`config.mk`:
```
export PLATFORM = sky130hd
export DESIGN_NAME = rmq_div_stage
export DESIGN_NICKNAME = d
export VERILOG_FILES = /design/src/hw/rtl/rmq_pkg.sv /design/src/hw/rtl/rmq_div_stage.sv
export SDC_FILE = /design/constraint.sdc
export NUM_CORES = 1
export LEC_CHECK = 0
export BUFFER_PORTS_ARGS = -buffer_cell sky130_fd_sc_hd__buf_2
export CAP_MARGIN = 10
export CORE_AREA = 2 2 169 171
export DETAILED_ROUTE_END_ITERATION = 12
export DIE_AREA = 0 0 171 173
export SLEW_MARGIN = 20
export SYNTH_ARGS = -nofsm -noshare
export SYNTH_HDL_FRONTEND = slang
export SYNTH_SLANG_ARGS = --single-unit
```
`constraint.sdc`:
```
create_clock -name vclk -period 3
set_clock_uncertainty 0.05 [all_clocks]
set_input_delay 0.15 -clock vclk [all_inputs]
set_output_delay 0.15 -clock vclk [all_outputs]
set_load 0.01 [all_outputs]
```
`src/hw/rtl/rmq_pkg.sv`:
```
`default_nettype none
package rmq_pkg;
   localparam int DataWidth = 16;
   localparam int FracBits = 14;
   // component width: sums of up to three elements plus one
   localparam int CompWidth = DataWidth + 3;
   localparam int MagWidth = CompWidth - 1;
   // sum of four squares
   localparam int SqWidth = 2 * MagWidth + 2;
   localparam int LenWidth = SqWidth / 2;
   localparam int NumWidth = MagWidth + FracBits;
   localparam int QuoWidth = NumWidth;

   typedef enum logic [1:0] {
      BR_TRACE = 2'd0,
      BR_X     = 2'd1,
      BR_Y     = 2'd2,
      BR_Z     = 2'd3
   } branch_type;

   typedef logic signed [CompWidth-1:0] comp_type;

   typedef struct packed {
      comp_type [3:0] c;
      branch_type     br;
      logic           degen;
   } vec_type;
endpackage
`default_nettype wire

```
`src/hw/rtl/rmq_div_stage.sv`:
```
`default_nettype none
// one restoring division step for the four components in parallel
module rmq_div_stage (
   input  wire logic [rmq_pkg::LenWidth:0]   rem   [4],
   input  wire logic [rmq_pkg::NumWidth-1:0] num   [4],
   input  wire logic [rmq_pkg::LenWidth-1:0] len,
   output logic      [rmq_pkg::LenWidth:0]   rem_next [4],
   output logic      [rmq_pkg::NumWidth-1:0] num_next [4]
);
   logic [rmq_pkg::LenWidth+1:0] sh;

   always_comb begin
      for (int i = 0; i < 4; i++) begin
         sh = {rem[i], num[i][rmq_pkg::NumWidth-1]};
         if (sh >= {2'b00, len}) begin
            rem_next[i] = (rmq_pkg::LenWidth+1)'(sh - {2'b00, len});
            num_next[i] = {num[i][rmq_pkg::NumWidth-2:0], 1'b1};
         end else begin
            rem_next[i] = (rmq_pkg::LenWidth+1)'(sh);
            num_next[i] = {num[i][rmq_pkg::NumWidth-2:0], 1'b0};
         end
      end
   end
endmodule
`default_nettype wire

```
# ---- Word level (Yosys, flattened, before mapping)
# Index checks and enable logic that the tools add are counted.
dict set report word_totals {
  input_bits 227
  mem_bits_rw 0
  mem_count 0
  latchBits 0
  romBits 0
  word_cells 16
  ff_bits 0
}
dict set report op_classes {
  magnitude_cmp 4
  multipliers 0
  n_eq_ne 0
  n_shift 0
  n_bitwise 0
  n_mux 8
  n_div 0
  reduce_logical 0
  add_sub_neg 4
}
# operator n
set op_table {}
lappend op_table {{$ge A21 B19 Y1} 4}
lappend op_table {{$mux W20} 4}
lappend op_table {{$sub A20 B19 Y20} 4}
lappend op_table {{$mux W1} 4}

# ---- Depth between registers and ports, before layout
dict set report logic_depth {
  ltp_word 2
  mapped_depth 14
}

# ---- Worst setup path before layout
# No wires, ideal clock.
dict set report synth_timing {
  kind {input to output}
  start {input len[1] in the netlist's numbering}
  end {output rem_next[40] in the netlist's numbering}
  n_path_buf 2
  arrival_ns 2.389
  slack_ns 0.411
  path_stages 11
  cell_sequence {inv_1 > ha_1 > nor2b_1 > o31a_1 > or2_1 > a21o_1 > a41oi_1 > o211a_1 > buf_2 > buf_2 > mux2i_1}
}
# element line_no
set synth_rtl {}
lappend synth_rtl {{start: declaration} rmq_div_stage.sv:6} ;# input wire logic [rmq_pkg::LenWidth-1:0] len,
lappend synth_rtl {{end: declaration} rmq_div_stage.sv:7} ;# output logic [rmq_pkg::LenWidth:0] rem_next [4],

==> metrics.cfg <==
[finish]
multiInputGateArea_um2=4926
nNetsFinal=1285
fin_util_pct=27.44
design_area_um2=7581
drive_above_1_share_pct=39.65
register_area_um2=0
final_common_cell=buf_2
area_growth_pct=31.37
nFillCells=3072
seq_cell_count=0
final.clkbuf_count=0
layout_common_cells=buf_2, buf_4, nand2_1

[power]
p_total_mw=1.962
peakVddDrop_mv=0.09035
p_sw_share_pct=51.64
p_int_mw=0.9490
power_frac_comb_pct=100.0
clock_power_share_pct=0
p_per_area_nw_per_um2=258.9
switchingPower_mw=1.013
p_leak_nw=3.586
seqPwrFrac_pct=0

[floorplanning]
rows=61
die_w_um=171
core_area_um2=27630
fp.dieH_um=173
die_area_um2=29580
io_pins=435
initial_core_util_pct=20.89

[place]
pre_cts_ws_ns=-0.1223
post_dp_cell_area_um2=6740
port_buffers=187
place_hpwl_um=20080
place.gp.congestion=0.9156

[critical_path]
crit_path_end_kind=output pin
critPathArrivalTime_ns=2.78
crit_fanout=6
crit_start=len[1]
startpoint_type=input port
crit_type=input port to output pin
crit_required_ns=2.80

[global_routing]
grt-ovfl-total=0
met1_usage_pct=19.01
grt_pass1_vias=5825
grt_use_total_pct=14.67
grtUsageMet2_pct=24.40
grt_pass1_wl_um=33580
grt_antenna_before_repair=2
grt_busiest_layer=met2
grtUsageMet3_pct=2.907
grt_max_degree=16

[sta]
setup_viol=0
rsz0062_at_grt=true
worst_slew_margin_rel_pct=72.13
fin_ws_ns=0.02415
min_period_ns=2.976
worst_slew_pin_slew_ns=0.4145
fin_crit_sh_pct=99.20
max_freq_mhz=336.0
finalHoldViolations=0
finalMaxSlewViolations=0
fin_setup_tns_ns=0

[yosys]
ys.warnings.count=0
netlist_area_um2=5771
syn_nets=1137
ys_types=63
ys_seq_area_share_pct=0
syn_inst=830
syn_avg_cell_area_um2=6.952

[drt]
drtIter0Drc=354
wire_per_inst_um=17.82
first_pass_iters=4
remaining_drc_errors=0
routed_wirelength_um=24170
vias_per_cell=4.730
ant_nets=0
num_vias=6414

[run_status]
outcome=completed

[hold_path]
min_from=num[99]
holdCritPathClass=input port to output pin
hold-path-cell-count=0

[flow_run]
cap_viol_max_count=0

[clock_tree]
cts_hold_buffers=0

==> cell type report <==
type / instances / area share (%)
multi-input combinational: 640 / 64.98
timing repair buffer: 289 / 25.99
tap: 378 / 6.239
inverter: 47 / 2.723
antenna: 2 / 0.06602
==> worst max-delay path: stages <==
cell and delay [ns]:
buf_8 0.08, clkinvlp_4 0.14, buf_6 0.17, buf_6 0.11, ha_4 0.20, nor2b_1 0.12
o21a_1 0.19, o21a_1 0.23, o21a_1 0.21, o211ai_1 0.21, and2_4 0.21, clkinvlp_4 0.20
buf_12 0.21, nand4b_1 0.09, o211ai_1 0.09, buf_2 0.16
==> cell families (layout without fill, tap and decap cells) <==
group / count (synthesis) / after routing / synth area share (%)
mux: 27 / 27 / 6.288
compound gates: 245 / 245 / 28.21
other cells: 0 / 2 / 0
xor+xnor: 54 / 54 / 8.196
fa+ha+maj: 80 / 80 / 17.87
simple gates: 234 / 234 / 18.54
buf+inv: 190 / 336 / 20.90
==> power by group through the flow <==
stage	combinational [mW]	sequential (mW)	clock [mW]
after floorplan	1.24	0	0
after global placement	1.75	0	0
after detailed placement	1.75	0	0
after CTS	1.79	0	0
after global routing	2.15	0	0.0000000446
final	1.96	0	0.0000000892
==> Yosys cell counts (7+ instances only) <==
cell	number	area share, %
a21o_1	23	3.0
o31ai_1	8	1.0
xor2_1	19	2.9
nor2_1	73	4.7
nand2b_1	10	1.1
xnor2_1	35	5.3
nor2b_1	9	0.98
inv_1	46	3.0
o21bai_1	7	0.91
o21a_1	21	2.7
o31a_1	8	1.2
mux2_4	17	4.4
nand2_1	68	4.4
buf_2	10	0.87
nor3_1	20	1.7
a31oi_1	8	0.87
a21oi_1	72	6.2
ha_1	76	16
nand4_1	8	0.87
nand3_1	18	1.6
o21ai_0	48	4.2
buf_4	124	16
==> final timing paths <==
check	to
max	rem_next[18]
min	num_next[100]
==> per-stage QoR <==
stage	cells	hold WS (ns)
finish	1356	0.2500
global route	1355	0.2500
CTS	1328	0.2501
detailed placement	1324	0.2501
global placement	1324	0.2501
floorplan	830	0.3301
==> routing by layer <==
layer,up-vias,part of all wire [%]
li1,3154,-
met1,2933,43
met2,262,46
met3,65,7.3
met4,0,3.0
met5,-,0
==> timing repair <==
action                                  4_1_cts  5_1_grt
endpoints found under the setup margin       48       70
pin swaps                                     7       20
setup buffers                                 3       21
gates resized for setup                      16       93
gates cloned                                  1        5
Power figures use the tool's default switching activity.
