File: src/hw/rtl/rmq_pkg.sv
`default_nettype none
package rmq_pkg;
   localparam int DataWidth = 16;
   localparam int FracBits = 14;
   // component width: sums of up to three elements plus one
   localparam int CompWidth = DataWidth + 3;
   localparam int MagWidth = CompWidth - 1;
   // sum of four squares
   localparam int SqWidth = 2 * MagWidth + 2;
   localparam int LenWidth = SqWidth / 2;
   localparam int NumWidth = MagWidth + FracBits;
   localparam int QuoWidth = NumWidth;

   typedef enum logic [1:0] {
      BR_TRACE = 2'd0,
      BR_X     = 2'd1,
      BR_Y     = 2'd2,
      BR_Z     = 2'd3
   } branch_type;

   typedef logic signed [CompWidth-1:0] comp_type;

   typedef struct packed {
      comp_type [3:0] c;
      branch_type     br;
      logic           degen;
   } vec_type;
endpackage
`default_nettype wire

File: src/hw/rtl/rmq_sqrt_stage.sv
`default_nettype none
// one restoring square root step: two radicand bits per stage
module rmq_sqrt_stage (
   input  wire logic [rmq_pkg::SqWidth-1:0]  rem,
   input  wire logic [rmq_pkg::LenWidth-1:0] root,
   input  wire logic [1:0]                   pair,
   output logic      [rmq_pkg::SqWidth-1:0]  rem_next,
   output logic      [rmq_pkg::LenWidth-1:0] root_next
);
   logic [rmq_pkg::SqWidth+1:0] shifted, trial;

   always_comb begin
      shifted = {rem, pair};
      trial = {{(rmq_pkg::SqWidth-rmq_pkg::LenWidth){1'b0}}, root, 2'b01};
      if (shifted >= trial) begin
         rem_next = rmq_pkg::SqWidth'(shifted - trial);
         root_next = {root[rmq_pkg::LenWidth-2:0], 1'b1};
      end else begin
         rem_next = rmq_pkg::SqWidth'(shifted);
         root_next = {root[rmq_pkg::LenWidth-2:0], 1'b0};
      end
   end
endmodule
`default_nettype wire

File: config.mk
export PLATFORM = sky130hd
export DESIGN_NAME = rmq_sqrt_stage
export DESIGN_NICKNAME = d
export VERILOG_FILES = /design/src/hw/rtl/rmq_pkg.sv /design/src/hw/rtl/rmq_sqrt_stage.sv
export SDC_FILE = /design/constraint.sdc
export NUM_CORES = 1
export LEC_CHECK = 0
export BUFFER_PORTS_ARGS = -buffer_cell sky130_fd_sc_hd__buf_2
export CORE_MARGIN = 3
export CORE_UTILIZATION = 40
export DETAILED_ROUTE_END_ITERATION = 16
export GPL_TIMING_DRIVEN = 0
export PLACE_DENSITY = 0.77
export SLEW_MARGIN = 20
export SYNTH_ARGS = -nofsm -noshare
export SYNTH_HDL_FRONTEND = slang
export SYNTH_SLANG_ARGS = --single-unit
File: constraint.sdc
create_clock -name vclk -period 2.6
set_input_delay 0.26 -clock vclk [all_inputs]
set_output_delay 0.26 -clock vclk [all_outputs]
set_load 0.01 [all_outputs]
# ---- Yosys cells after proc, flatten, opt, wreduce, memory -nomap -nowiden
# Cells that the tools add are included.
dict set report classes {
  n_addsub 1
  order_cmp 1
  mux 2
}
# operator n
set ops {}
lappend ops {{$ge A40 B21 Y1} 1}
lappend ops {{$mux W38} 1}
lappend ops {{$sub A38 B21 Y38} 1}
lappend ops {{$mux W1} 1}
dict set report word_totals {
  ff_bits 0
  inputBits 59
  word_cells 4
}

# ---- Longest topological paths before layout
# Gate-level depths: netlist of the first run.
dict set report logic_depth {
  ltp_word 2
  mapped_depth 12
  depth_no_buf 10
}

# ---- Least setup slack after synthesis of the first run
# Ideal clock, no wire load.
dict set report synth_path {
  path_type {input to output}
  start {input port root[10] in the netlist's numbering}
  end {output port rem_next[32] in the netlist's numbering}
  t_arrival_ps 2487
  required_time_ps 2340
  path_slack_ps -147
  stages 11
  n_path_buf 2
  cell_sequence {inv_1 > ha_1 > buf_2 > and4_1 > nand4_1 > or4_1 > and3_1 > or3_1 > buf_6 > nor4_4 > xor2_1}
}
dict set report synth_via {
  elab_chain_cells 2
}
# element line
set synth_rtl {}
lappend synth_rtl {{start: declaration} rmq_sqrt_stage.sv:5} ;# input wire logic [rmq_pkg::LenWidth-1:0] root,
lappend synth_rtl {{$sub A38 B21 Y38 or $ge A40 B21 Y1 (tied branches)} {rmq_sqrt_stage.sv:16, rmq_sqrt_stage.sv:15}}
lappend synth_rtl {{$mux W38 (*)} rmq_sqrt_stage.sv:15} ;# if (shifted >= trial) begin
lappend synth_rtl {{end: declaration} rmq_sqrt_stage.sv:7} ;# output logic [rmq_pkg::SqWidth-1:0] rem_next,
# Every way passes the cells marked *; elsewhere a longest branch is shown, timed or not.

# ---- Final worst setup path of the first run
dict set report layout_path {
  start {input port rem[12] in the netlist's numbering}
  end {output port rem_next[36] in the netlist's numbering}
}
dict set report layout_via {
  elab_chain_cells 2
}
# element line
set layout_rtl {}
lappend layout_rtl {{start: declaration} rmq_sqrt_stage.sv:4} ;# input wire logic [rmq_pkg::SqWidth-1:0] rem,
lappend layout_rtl {{$sub A38 B21 Y38 or $ge A40 B21 Y1 (tied branches)} {rmq_sqrt_stage.sv:16, rmq_sqrt_stage.sv:15}}
lappend layout_rtl {{$mux W38 (*)} rmq_sqrt_stage.sv:15}
# Marks and branches as above.

==> flow_summary.toml, run 1 <==
[outcome]
outcome = "finished with violations"
violations = "setup timing"

[route]
route.met3.wl_um = 672
wl_met2_um = 4500
top_layer_used = "met4"
via_per_inst = 5.89
m1WireLength_um = 3510
drc = 0
drt_pre_antenna_iters = 5
initialDrtViolationCount = 251
vias = 3011
ant_nets = 0
wl_um = 9040
routedWlPerCell_um = 17.7

[min_path]
hp-start = "root[16]"
hold_path_class = "input port to primary output"
hold_depth = 3
min_to = "root_next[17]"

[layout]
finish.utilization_pct = 81.5
antenna-diode-count = 0
seq_area_um2 = 0
design.seq.count = 0
layout-drive-gt1-share_pct = 59.9
area_growth_pct = 89.0
nNetsFinal = 528
clkbuf_count = 0
fin_cells = 511
num-fill-cells = 281

[synth]
ys_warn_count = 0
synth.distinct_cells = 51
avgSynthCellArea_um2 = 6.65
syn_inst = 296
synth_area_leaders = "ha_1 (13%), xor2_1 (8.9%), buf_4 (6.9%), xnor2_1 (6.7%), nand2_1 (5.1%)"
synth_top_area_cell = "ha_1"
synth_common_cells = "nand2_1 (27), inv_1 (24), ha_1 (21)"
yosys.cell_count.top_type = "nand2_1"
synth_area_um2 = 1970
yosys.area.top_type_share_pct = 13.4
syn-num-nets = 376
seq_area_frac_synth_pct = 0

[grt]
grt_first_pass_wirelength_um = 12500
grt_pass1_vias = 2738
grt.overflow.total = 0
grt_start_max_net_pins = 11
grt_usage_pct = 25.2
antenna_found_initial = 0

[die]
core_area_um2 = 4560
die_x_um = 76.1
rows = 24
die_h_um = 76.1
dieArea_um2 = 5800
initial_core_util_pct = 43.1
pin_count = 116

[critical_path]
crit_slowest_cell = "or4_4"
critPathBufInv = 2
cp-startpoint = "rem[12]"
critical_path.startpoint_type = "input port"
max_stage_delay_ps = 460
cp_max_fo = 6
crit_family = "simple AND/OR/NAND/NOR gates"
cp_data_required_time_ps = 2340
crit_chain = "buf_6 -> ha_4 -> and4_1 -> nand4_1 -> or4_4 -> and3_4 -> or3_4 -> nor4_4 -> xor2_1 -> buf_2"
path_class = "input port to primary output"
arrival_ps = 2770
endpoint_kind = "primary output"

[timing]
worst_slack_ps = -429
relSlewSlack_pct = 44.2
post-route-period-util_pct = 116
finalWorstPathRequiredPeriod_ps = 3030
holdWs_ps = 785
fmax_mhz = 330
worst-slew-pin-transition_ps = 837
maxSlewViolCount = 0
finalHoldViolCount = 0
setup_violations = 38
tns_ps = -9580
rsz0062_at_grt = "yes"

[clock_network]
cts_hold_buf = 0

[power]
total_power_uw = 803
leakage_uw = 0.00164
peakVddDrop_mv = 0.123
powerDensity_nw_per_um2 = 216

[placed_design]
gp_congestion = 0.846
io_buffer_count = 116
dp_cells = 477
dpl.hpwl_um = 5130

[flow_run]
cap_violations = 0
final cells by class:
cell class         count  area [um2]  area share (%)
repair buffers       153        1040            28.0
multi-input cells    244        2290            61.5
well taps             65        81.3            2.19
plain buffers         24         196            5.28
inverters             25         114            3.06
kinds of logic after synthesis:
| kind of cell | after synthesis | share of synthesized area [%] |
|---|---|---|
| and+or+nand+nor | 111 | 32.9 |
| AOI/OAI and AO/OA | 77 | 24.1 |
| buffers and inverters | 52 | 14.1 |
| xor gates and xnor gates | 35 | 15.6 |
| adders and majority gates | 21 | 13.4 |
layer usage:
| metal | track usage (%) | vias up |
|---|---|---|
| met2 | 47.2 | 208 |
| met5 | 0 | - |
| met4 | 7.07 | 0 |
| met1 | 30.2 | 1410 |
| met3 | 2.72 | 43 |
| li1 | - | 1350 |
stage by stage:
step                cell area, um2  worst slack (ps)
floorplan                     2110              -123
global placement              2770              -688
detailed placement            2770              -661
CTS                           3400              -413
global route                  3720              -467
finish                        3720              -429
worst max-delay path by stage:
stage,endpoint,slack [ps],cells past startpoint
floorplan,rem_next[34],-120,11
global placement,rem_next[7],-690,12
global route,rem_next[36],-470,10
detailed placement,rem_next[7],-660,12
CTS,rem_next[36],-410,11
finish,rem_next[36],-430,10
cell usage in the layout (no fill, tap or decap), types with 3 or more instances in the layout:
master,instances
nor3_4,5
o21ai_1,13
o21ai_0,6
nand3_1,5
buf_4,46
inv_1,14
o21ai_2,8
nand2_2,12
a21o_1,4
nor4_4,9
xnor2_1,14
o211ai_1,3
xor2_1,20
buf_8,8
nor3_1,9
nand2b_1,5
buf_2,103
nand2_1,14
ha_4,19
a21oi_1,18
nand4_1,7
buf_6,15
or3_1,3
inv_2,7
nor2_1,16
where the power goes:
| part | total, uW | internal [uW] | switching [uW] |
|---|---|---|---|
| combinational | 803 | 385 | 418 |
| sequential | 0 | 0 | 0 |
| clock | 0 | 0 | 0 |
repair_timing:
item | CTS | global route
endpoints found under the setup margin | 39 | 39
cloned | 3 | 0
setup buffers | 20 | 14
pin swaps | 47 | 33
resized for setup | 111 | 46
No activity file was read; power rests on OpenSTA's default activity.
==> run 2: changes to the inputs <==
--- a/config.mk
+++ b/config.mk
@@ -7,10 +7,10 @@
 export LEC_CHECK = 0
 export BUFFER_PORTS_ARGS = -buffer_cell sky130_fd_sc_hd__buf_2
 export CORE_MARGIN = 3
-export CORE_UTILIZATION = 40
+export CORE_UTILIZATION = 42
 export DETAILED_ROUTE_END_ITERATION = 16
 export GPL_TIMING_DRIVEN = 0
-export PLACE_DENSITY = 0.77
+export PLACE_DENSITY = 0.81
 export SLEW_MARGIN = 20
 export SYNTH_ARGS = -nofsm -noshare
 export SYNTH_HDL_FRONTEND = slang
==> run 2 against run 1 <==
- the flow still finishes with violations (setup timing)
- first-iteration DRC count increased by 9.2%
- largest cell class unchanged
- sequential share of layout area unchanged
- largest power group unchanged
- maximum frequency increased by 0.76%
- routed wire length increased by 11%
- cell count decreased by 1.6%
==> flow_summary.toml, run 2 (synthesis results as in run 1) <==
[die]
core_area_um2 = 4440
dieArea_um2 = 5540
die_h_um = 74.5
pin_count = 116
rows = 24
initial_core_util_pct = 44.3
die_x_um = 74.5

[route]
drc = 0
ant_nets = 0
wl_um = 10000
drt_pre_antenna_iters = 6
vias = 3192
routedWlPerCell_um = 19.9
initialDrtViolationCount = 274
via_per_inst = 6.35

[placed_design]
gp_congestion = 0.902
dpl.hpwl_um = 5050
io_buffer_count = 116
placed_area_um2 = 2750
pre_cts_slack_ps = -629

[timing]
finalHoldViolCount = 0
setup_violations = 39
post-route-period-util_pct = 116
tns_ps = -9910
finalWorstPathRequiredPeriod_ps = 3010
relSlewSlack_pct = 49.6
fmax_mhz = 333
holdWs_ps = 786
worst_slack_ps = -406
maxSlewViolCount = 0
rsz0062_at_grt = "yes"
worst-slew-pin-transition_ps = 748

[layout]
multi_input_area_um2 = 2360
nNetsFinal = 533
design.seq.count = 0
seq_area_um2 = 0
area_growth_pct = 96.1
antenna-diode-count = 0
final_cell_mix = "buf_2 (99), buf_4 (46), buf_6 (28), xor2_1 (20), ha_4 (19)"
clkbuf_count = 0
finish.utilization_pct = 86.8
final_area_um2 = 3860
num-fill-cells = 220
final_common_cell = "buf_2"
layout-drive-gt1-share_pct = 62.3

[min_path]
hold_path_class = "input port to primary output"

[grt]
grt_pass1_vias = 2685
antenna_found_initial = 0
grt_first_pass_wirelength_um = 11600
grt_usage_pct = 25.2
grt.overflow.total = 0
grt_start_max_net_pins = 11

[clock_network]
cts_hold_buf = 0

[flow_run]
cap_violations = 0

[power]
leakage_uw = 0.00171
powerDensity_nw_per_um2 = 222
peakVddDrop_mv = 0.147

[critical_path]
path_class = "input port to primary output"
cp_max_fo = 6
max_stage_delay_ps = 470
crit_family = "simple AND/OR/NAND/NOR gates"
cp_data_required_time_ps = 2340
arrival_ps = 2750
crit_slowest_cell = "or4_4"
cp_common_cell = "buf_2"
crit_chain = "buf_2 -> ha_4 -> and4_1 -> nand4_1 -> or4_4 -> and3_4 -> or3_4 -> buf_6 -> nor4_4 -> xor2_1 -> buf_2"
critical_path.startpoint_type = "input port"
critPathBufInv = 3
endpoint_kind = "primary output"

[outcome]
outcome = "finished with violations"
violations = "setup timing"
-- run 2: final cells by class --
class                           instances  area share (%)
Multi-Input combinational cell        244            61.1
Timing Repair Buffer                  157            28.4
Buffer                                 25            5.90
Inverter                               25            2.95
Tap cell                               52            1.69
-- run 2: stage by stage --
step                      power, uW  cells
after detailed placement        618    464
after floorplan                 400    296
after global routing            906    503
after CTS                       697    482
final                           856    503
after global placement          611    464
-- run 2: layer usage --
layer | wire (um) | vias to the layer above | track usage (%) | share of wire, %
met5 | 0 | - | 0 | 0
met4 | 472 | 0 | 7.71 | 4.7
met3 | 876 | 62 | 1.62 | 8.8
met2 | 4860 | 260 | 46.5 | 49
met1 | 3800 | 1499 | 31.1 | 38
li1 | - | 1371 | - | -
-- run 2: report_power, final --
| part | internal (uW) | switching [uW] |
|---|---|---|
| logic | 406 | 450 |
| clock network | 0 | 0 |
| registers | 0 | 0 |
| total | 406 | 450 |
-- run 2: what timing repair did --
item                       CTS  global route
setup buffers               17            21
resized for setup           81            97
pin swaps                   22            43
cloned                       2             1
hold endpoints to repair     0             0
setup endpoints to repair   39            39
-- run 2: worst paths after layout --
kind	cells after the start	endpoint	from	slack, ps
setup / recovery	11	rem_next[32]	rem[13]	-410
hold / removal	3	root_next[17]	root[16]	790
