==> src/hw/rtl/rmq_pkg.sv <==
`default_nettype none
package rmq_pkg;
   localparam int DataWidth = 16;
   localparam int FracBits = 14;
   // component width: sums of up to three elements plus one
   localparam int CompWidth = DataWidth + 3;
   localparam int MagWidth = CompWidth - 1;
   // sum of four squares
   localparam int SqWidth = 2 * MagWidth + 2;
   localparam int LenWidth = SqWidth / 2;
   localparam int NumWidth = MagWidth + FracBits;
   localparam int QuoWidth = NumWidth;

   typedef enum logic [1:0] {
      BR_TRACE = 2'd0,
      BR_X     = 2'd1,
      BR_Y     = 2'd2,
      BR_Z     = 2'd3
   } branch_type;

   typedef logic signed [CompWidth-1:0] comp_type;

   typedef struct packed {
      comp_type [3:0] c;
      branch_type     br;
      logic           degen;
   } vec_type;
endpackage
`default_nettype wire

==> src/hw/rtl/rmq_branch.sv <==
`default_nettype none
module rmq_branch (
   input  wire logic                                   clock,
   input  wire logic                                   en,
   input  wire logic signed [rmq_pkg::DataWidth-1:0]   m [9],
   output rmq_pkg::vec_type                            vec_ff
);
   localparam rmq_pkg::comp_type One = rmq_pkg::comp_type'(1 <<< rmq_pkg::FracBits);

   rmq_pkg::vec_type vec_in;
   rmq_pkg::comp_type e [9];
   rmq_pkg::comp_type t, d;

   always_comb begin
      for (int i = 0; i < 9; i++) begin
         e[i] = rmq_pkg::comp_type'(m[i]);
      end
      t = e[0] + e[4] + e[8];
      vec_in = '0;
      d = One;
      if (t > 0) begin
         vec_in.br = rmq_pkg::BR_TRACE;
         vec_in.c[0] = e[7] - e[5];
         vec_in.c[1] = e[2] - e[6];
         vec_in.c[2] = e[3] - e[1];
         vec_in.c[3] = t + One;
      end else if (e[0] > e[4] && e[0] > e[8]) begin
         vec_in.br = rmq_pkg::BR_X;
         d = One + e[0] - e[4] - e[8];
         vec_in.c[0] = d;
         vec_in.c[1] = e[1] + e[3];
         vec_in.c[2] = e[2] + e[6];
         vec_in.c[3] = e[7] - e[5];
      end else if (e[4] > e[0] && e[4] > e[8]) begin
         vec_in.br = rmq_pkg::BR_Y;
         d = One + e[4] - e[0] - e[8];
         vec_in.c[0] = e[1] + e[3];
         vec_in.c[1] = d;
         vec_in.c[2] = e[5] + e[7];
         vec_in.c[3] = e[2] - e[6];
      end else begin
         vec_in.br = rmq_pkg::BR_Z;
         d = One + e[8] - e[0] - e[4];
         vec_in.c[0] = e[2] + e[6];
         vec_in.c[1] = e[5] + e[7];
         vec_in.c[2] = d;
         vec_in.c[3] = e[3] - e[1];
      end
      vec_in.degen = (d <= 0);
   end

   always_ff @(posedge clock) begin
      if (en) begin
         vec_ff <= vec_in;
      end
   end
endmodule
`default_nettype wire

==> config.mk <==
export PLATFORM = sky130hd
export DESIGN_NAME = rmq_branch
export DESIGN_NICKNAME = d
export VERILOG_FILES = /design/src/hw/rtl/rmq_pkg.sv /design/src/hw/rtl/rmq_branch.sv
export SDC_FILE = /design/constraint.sdc
export NUM_CORES = 1
export LEC_CHECK = 0
export BUFFER_PORTS_ARGS = -buffer_cell sky130_fd_sc_hd__buf_2
export CORE_MARGIN = 5
export CORE_UTILIZATION = 40
export CTS_BUF_LIST = sky130_fd_sc_hd__clkbuf_16
export DETAILED_ROUTE_END_ITERATION = 10
export PLACE_DENSITY = 0.58
export SLEW_MARGIN = 20
export SYNTH_ARGS = -nofsm -noshare
export SYNTH_HDL_FRONTEND = slang
export SYNTH_SLANG_ARGS = --single-unit
==> constraint.sdc <==
create_clock -name clock -period 11.3 [get_ports clock]
set_input_delay 1.13 -clock clock [delete_from_list [all_inputs] [get_ports clock]]
set_output_delay 1.13 -clock clock [all_outputs]
set_load 0.01 [all_outputs]
## After elaboration in Yosys (flattened, before gate mapping)

Index checks and enable logic that the tools add are counted.

- Add/subtract/negate cells: 18
- $mul: 0
- Divide/modulo/power cells: 0
- Magnitude comparators: 6
- Eq/ne operators: 0
- Shift-type cells: 0
- Mux-type cells: 6
- Bitwise logic cells: 0
- Reductions and logical operators: 3

Operator list:

| cell | number |
|---|---|
| 78-bit two-way mux | 3 |
| 16-bit by 16-bit adder with 17-bit output | 4 |
| 16-bit > comparator | 4 |
| 19-bit two-way mux | 3 |
| 18-bit by 16-bit subtractor with 19-bit output | 3 |
| 17-bit by 16-bit subtractor with 18-bit output | 3 |
| 16-bit by 16-bit adder with 17-bit output, first input constant | 3 |
| 16-bit by 16-bit subtractor with 17-bit output | 3 |
| 18-bit by 16-bit adder with 19-bit output, second input constant | 1 |
| 19-bit by 1-bit less-or-equal comparator with 1-bit output, second input constant | 1 |
| 17-bit by 16-bit adder with 18-bit output | 1 |
| 18-bit by 1-bit > comparator with 1-bit output, second input constant | 1 |
| 1-bit logical AND | 2 |
| 2-bit OR reduction | 1 |

- Register bits: 79
- Latch bits: 0
- Memory bits (writable): 0
- Bits in read-only memories: 0
- Input port bits: 146
- Logic and storage cells: 40
- Memories: 0

## Logic depth before layout (Yosys ltp)

Gate-level depths: netlist of run 1.

- Depth after elaboration: 7
- Mapped depth: 23
- Gate-level depth less buffers: 21

## Worst setup path after synthesis of run 1

No wires, ideal clock.

- Kind: input to register
- Start point: input port m[1] (netlist name)
- End point: register vec_ff[72] (netlist name), data pin
- Arrival: 4982 ps
- Path slack: 6056 ps
- Stages: 21
- Path buffers: 2
- Cell sequence: fa_1 -> ha_1 -> fa_1 -> a21o_1 -> a211oi_1 -> o221ai_1 -> a31oi_2 -> a21oi_1 -> nor2_1 -> xnor2_1 -> inv_1 -> ha_1 -> nand4_1 -> nor3_1 -> nand4_1 -> nor2_1 -> nand3_1 -> o31ai_4 -> buf_4 -> buf_6 -> mux2_1

RTL lines:

| element | RTL line | source |
|---|---|---|
| from (decl) | rmq_branch.sv:5 | `input wire logic signed [rmq_pkg::DataWidth-1:0] m [9],` |
| to (signal assigned) | rmq_branch.sv:54 | `vec_ff <= vec_in;` |
| to (decl) | rmq_branch.sv:6 | `output rmq_pkg::vec_type vec_ff` |

==> results of run 1 <==
## routing by layer
layer	part of all wire, %	track usage (%)
met3	4.6	1.45
met5	0	0
met1	47	31.2
met4	2.3	5.29
met2	46	36.5
## cells in the final DEF, fill, tap and decap left out, types with 75 or more instances in the layout
cell      count
ha_1        294
buf_2       223
inv_1       220
nor2_1      164
a21oi_1     137
xnor2_1     106
edfxtp_1     79
fa_1         78
nand2_1      76
o21ai_0      75
## path summary, 6_finish.rpt
| path | startpoint | end | cells after the start |
|---|---|---|---|
| worst min-delay path | en | vec_ff[0] | 1 |
| worst max-delay path | m[2] | vec_ff[21] | 24 |
## metrics by stage
step / util [%] / instances / instance area (um^2) / total power [W]
floorplan: - / 1805 / 15600 / 0.00156
global placement: 44.4 / 2491 / 17100 / 0.00206
detailed placement: 44.4 / 2491 / 17100 / 0.00207
CTS: 45.2 / 2507 / 17500 / 0.00241
global route: 45.2 / 2507 / 17500 / 0.00258
finish: 45.2 / 2507 / 17500 / 0.00241
## where the power goes
part	switching [W]	internal, W	total [W]
registers	0.0000487	0.000448	0.000497
logic	0.000978	0.000615	0.00159
clock network	0.000126	0.000196	0.000323
total	0.00115	0.00126	0.00241
## Yosys cell counts, types with 28 or more instances
cell,n
fa_1,78
nor2_1,164
a21o_1,30
xor2_1,34
clkbuf_1,28
o21ai_0,75
mux2i_1,34
ha_1,294
nand2_1,76
nor3_1,30
inv_1,220
edfxtp_1,79
xnor2_1,106
a21oi_1,137
## final cells by class
cell class,instances,area (um^2),share of cell area (%)
clock inverter,7,103,0.587
inverter,220,826,4.73
sequential,79,2370,13.6
multi-input combinational,1442,12100,69.3
tap,518,648,3.71
timing repair buffer,232,1180,6.77
clock buffer,9,225,1.29
## cell families after synthesis
| kind of cell | Yosys count | synth area share (%) |
|---|---|---|
| flip-flops | 79 | 15.2 |
| adder cells (fa/ha/maj) | 372 | 33.6 |
| buffers and inverters | 284 | 7.32 |
| AO/OA/AOI/OAI | 471 | 20.1 |
| multiplexers | 50 | 3.33 |
| AND/OR/NAND/NOR | 408 | 12.5 |
| XOR/XNOR | 141 | 7.96 |
## worst max-delay path, cell delays in order
cell and delay, ns:
buf_2 0.13, inv_1 0.14, fa_1 0.62, inv_1 0.13, fa_1 0.42, a21o_1 0.19, a211oi_1 0.37, o221ai_1 0.18
a31oi_2 0.34, a21oi_1 0.14, nor2_1 0.16, xnor2_1 0.13, inv_1 0.08, ha_1 0.16, nand4_1 0.08, nor3_1 0.14
nand4_1 0.12, nor2_1 0.12, nand3_1 0.12, o31ai_4 0.20, buf_4 0.54, buf_4 0.62, mux2_2 0.44, a21o_1 0.16
==> results by group, run 1 <==
Clocking
  – Clock buffer depth: 2
  – Post-CTS Hold Buffers: 0
  – # H-tree levels: 3
  – CTS root buf: clkbuf_16
  – Clock buffer count from CTS: 9
  – Post_cts resized: 0
  – Setup repair bufs after CTS: 0
  – Worst-path clk slew: roughly 0.07 ns
  – CTS tree: yes
  – Clock sink total: 79

STA
  – PnR worst setup slack: 4.47 ns
  – Minimum clock period: 6.83 ns
  – Max-slew headroom: between 20% and 30%
  – Fmax: 146 MHz
  – RSZ-0062 raised after global routing: false
  – Total negative setup slack: 0 ns
  – Crit share post-route: 60.4%
  – Pin slew with the least headroom to its limit: 1.07 ns
  – Final Hold Viols: 0
  – Hold Slack: roughly 1.0 ns
  – Final setup fails: 0
  – Max Transition Viols Final: 0

Floorplanning
  – Chip height: roughly 210 um
  – Initial Utilization: 40.4%
  – Row count: 72
  – Total die area: 43100 um^2
  – IO Pins: approximately 230
  – Core area: between 30000 and 40000 um^2
  – Chip Width: 208 um

Power
  – Pwr/cell area: 138 nW/um^2
  – Worst vdd ir: 0.0720 mV
  – Static Leak: about 8.2 nW

Routing
  – DR vias: 13.5k
  – DR WL/cell: roughly 20 um
  – Via density: about 5.4
  – DRC Markers: 0
  – ANT nets after route: 0
  – Drt pass-1 iters: 8
  – Detailed Route Iter0 Violations: 984
  – Routed Wire Length: roughly 49000 um

Finish
  – Most flop-heavy register: vec_ff
  – Area Growth Syn to Fin: 11.9%
  – Antenna diode count: 0
  – FILL cells: 3832
  – Post-layout net count: 2502
  – Biggest regs: vec_ff x79
  – Share of cells above drive strength 1: 14.5%
  – Largest register FFs: 79

Logic synthesis
  – Top post-synthesis cells by area: ha_1 24%, edfxtp_1 15%, fa_1 10%
  – Synth top area share: 23.6%
  – Dominant cell type by area after synthesis: ha_1
  – Ys async rst share: 0%
  – EDFF count, synth: 79
  – Yosys cell types: 90
  – FF+latch count, synth: 79
  – Seq/Total Area, Yosys: 15.2%
  – Syn avg cell area: just under 9 um^2
  – Post-synth top flop: edfxtp_1
  – Cells after synthesis: 1805
  – Syn_nets: between 2k and 2.5k
  – Post-Syn Area: around 16000 um^2
  – Yosys warns: 0

Critical path
  – Crit path DAT: 6.93 ns
  – Type of the worst setup path: in2reg
  – Worst EP required: 11.40 ns
  – Crit. End Element: flop
  – Worst setup SP type: primary input
  – Max FO, Critical Path: 60

Global route
  – Largest net degree at the start of global routing: 75
  – Initial antenna violation count: 0
  – All-layer global routing usage: roughly 22%
  – Total congestion overflow: 0
  – Number of global-route vias before repair: between 10k and 15k
  – First-pass GRT wire length: 75600 um

Worst hold path
  – Worst Hold Class: in2reg

Placement
  – IO Port Bufs: about 220
  – Hpwl dp: 42000 um
  – Placer Congestion: 0.932
  – Place WS: 4.15 ns

Run
  – Max-cap violations: 0

Run status
  – Outcome: completed
Power figures use the tool's default switching activity.
==> run 2: changes to the inputs <==
==> constraint.sdc (replaced) <==
create_clock -name clock -period 6.4 [get_ports clock]
set_input_delay 0.64 -clock clock [delete_from_list [all_inputs] [get_ports clock]]
set_output_delay 0.64 -clock clock [all_outputs]
set_load 0.01 [all_outputs]
==> results by group, run 2 (synthesized netlist as in run 1, its figures left out) <==
Clocking
  – # H-tree levels: 3
  – Clock buffer depth: 2
  – Post_cts resized: 0
  – CTS tree: yes
  – Post-CTS Hold Buffers: 0
  – Setup repair bufs after CTS: 0
  – Clock sink total: 79
  – Clock buffer count from CTS: 9
  – CTS root buf: clkbuf_16
  – Worst-path clk slew: 0.06 ns

Power
  – Pwr/cell area: 244 nW/um^2
  – Switch Pwr: 0.00202 W
  – Logic pwr share: 65.8%
  – Worst vdd ir: about 0.17 mV
  – Cell-internal power: 0.00227 W
  – Sw frac: 47.1%
  – Sequential power share: 20.5%
  – Clock share of power: between 10% and 20%
  – Static Leak: 8.25 nW

STA
  – Hold Slack: about 0.8 ns
  – Final setup fails: 0
  – Total negative setup slack: 0 ns
  – Fmax: approximately 180 MHz
  – RSZ-0062 raised after global routing: false
  – Minimum clock period: 5.46 ns
  – Max Transition Viols Final: 0
  – Final Hold Viols: 0
  – Crit share post-route: 85.3%
  – Max-slew headroom: 42.3%
  – Pin slew with the least headroom to its limit: 0.843 ns

Floorplanning
  – Total die area: 43100 um^2
  – Chip height: 208 um
  – Chip Width: 208 um
  – IO Pins: 225
  – Initial Utilization: 40.4%
  – Row count: 72
  – Core area: 38600 um^2

Routing
  – ANT nets after route: 0
  – Detailed Route Iter0 Violations: 913
  – DR WL/cell: a little under 20 um
  – Drt pass-1 iters: 7
  – Via density: between 5 and 6
  – DRC Markers: 0
  – DR vias: roughly 14k
  – Routed Wire Length: 49200 um

Critical path
  – Crit. End Element: flop
  – Crit path DAT: 5.54 ns
  – Type of the worst setup path: in2reg
  – Worst EP required: between 6 and 7 ns
  – Crit. Startpoint: m[2]
  – Max FO, Critical Path: 65
  – Worst setup SP type: primary input
  – Setup crit end: vec_ff[27]

Finish
  – Final Cell Area: 17500 um^2
  – Post-layout net count: 2506
  – Share of cells above drive strength 1: 14.6%
  – Most frequent cells in the layout: 294 x ha_1, 223 x buf_2, 220 x inv_1
  – Antenna diode count: 0
  – Biggest regs: vec_ff x79
  – Most common cell after layout, fill and taps aside: ha_1
  – Area Growth Syn to Fin: 12.3%
  – Fin util: 45.4%
  – Most flop-heavy register: vec_ff
  – Largest register FFs: 79

Placement
  – IO Port Bufs: 224
  – Placed cell area: 17200 um^2
  – Hpwl dp: 42400 um
  – Placer Congestion: 0.885

Global route
  – All-layer global routing usage: 22.0%
  – Total congestion overflow: 0
  – Number of global-route vias before repair: about 14k
  – First-pass GRT wire length: 75700 um
  – Initial antenna violation count: 0
  – Largest net degree at the start of global routing: 66

Worst hold path
  – Worst Hold Class: in2reg

Run status
  – Outcome: completed

Run
  – Max-cap violations: 0
-- run 2: changes by cell type in the layout (fill, tap and decap cells not counted) --
cell        before  now
clkinvlp_4       1    0
clkinv_2         0    1
buf_4            9   11
bufinv_16        2    3
inv_6            3    0
buf_12           0    2
clkinv_1         0    2
-- run 2: critical path, cell delays in order --
cell and delay (ns):
buf_2 0.13, inv_1 0.15, fa_1 0.61, inv_1 0.13
fa_1 0.43, a21o_1 0.19, a211oi_1 0.37, o221ai_1 0.19
a31oi_2 0.32, a21oi_1 0.13, nor2_1 0.15, xnor2_1 0.13
inv_1 0.08, ha_1 0.14, nand4_1 0.08, nor3_1 0.15
nand4_1 0.12, nor2_1 0.12, nand3_1 0.13, o31ai_4 0.38
buf_12 0.34, mux2_2 0.38
-- run 2: stage by stage --
step / setup WS, ns / cells / total power [W]
finish: 0.939 / 2511 / 0.00429
global route: 0.655 / 2511 / 0.00459
CTS: 0.925 / 2511 / 0.00428
detailed placement: 0.601 / 2495 / 0.00367
global placement: 0.655 / 2495 / 0.00365
floorplan: 1.65 / 1805 / 0.00275
-- run 2: per-layer routing --
layer / part of all wire, % / global-route usage [%] / routed length [um]
met5: 0 / 0 / 0
met4: 2.7 / 5.91 / 1330
met3: 5.2 / 1.74 / 2550
met2: 46 / 36.7 / 22700
met1: 46 / 30.9 / 22700
-- run 2: area by class of cell --
cell class	instances	area, um^2
clock buffer	9	225
clock inverter	7	111
fill	3832	21100
inverter	220	826
multi-input combinational	1442	12100
sequential	79	2370
tap	518	648
timing repair buffer	236	1240
-- run 2: how the worst min path moves through the flow --
stage | start | endpoint | slack [ns] | cells past startpoint
CTS | en | vec_ff[40] | 0.79 | 1
finish | en | vec_ff[40] | 0.80 | 1
global placement | vec_ff[57] | vec_ff[57] | 1.06 | 1
floorplan | en | vec_ff[0] | 0.75 | 0
global route | en | vec_ff[40] | 0.80 | 1
detailed placement | vec_ff[22] | vec_ff[22] | 1.06 | 1
-- run 2: power by group through the flow --
stage	clock, W	combinational (W)	sequential [W]
floorplan	0	0.00183	0.000915
global placement	0	0.00275	0.000897
detailed placement	0	0.00278	0.000894
CTS	0.000591	0.00280	0.000886
global route	0.000617	0.00309	0.000886
finish	0.000587	0.00282	0.000880
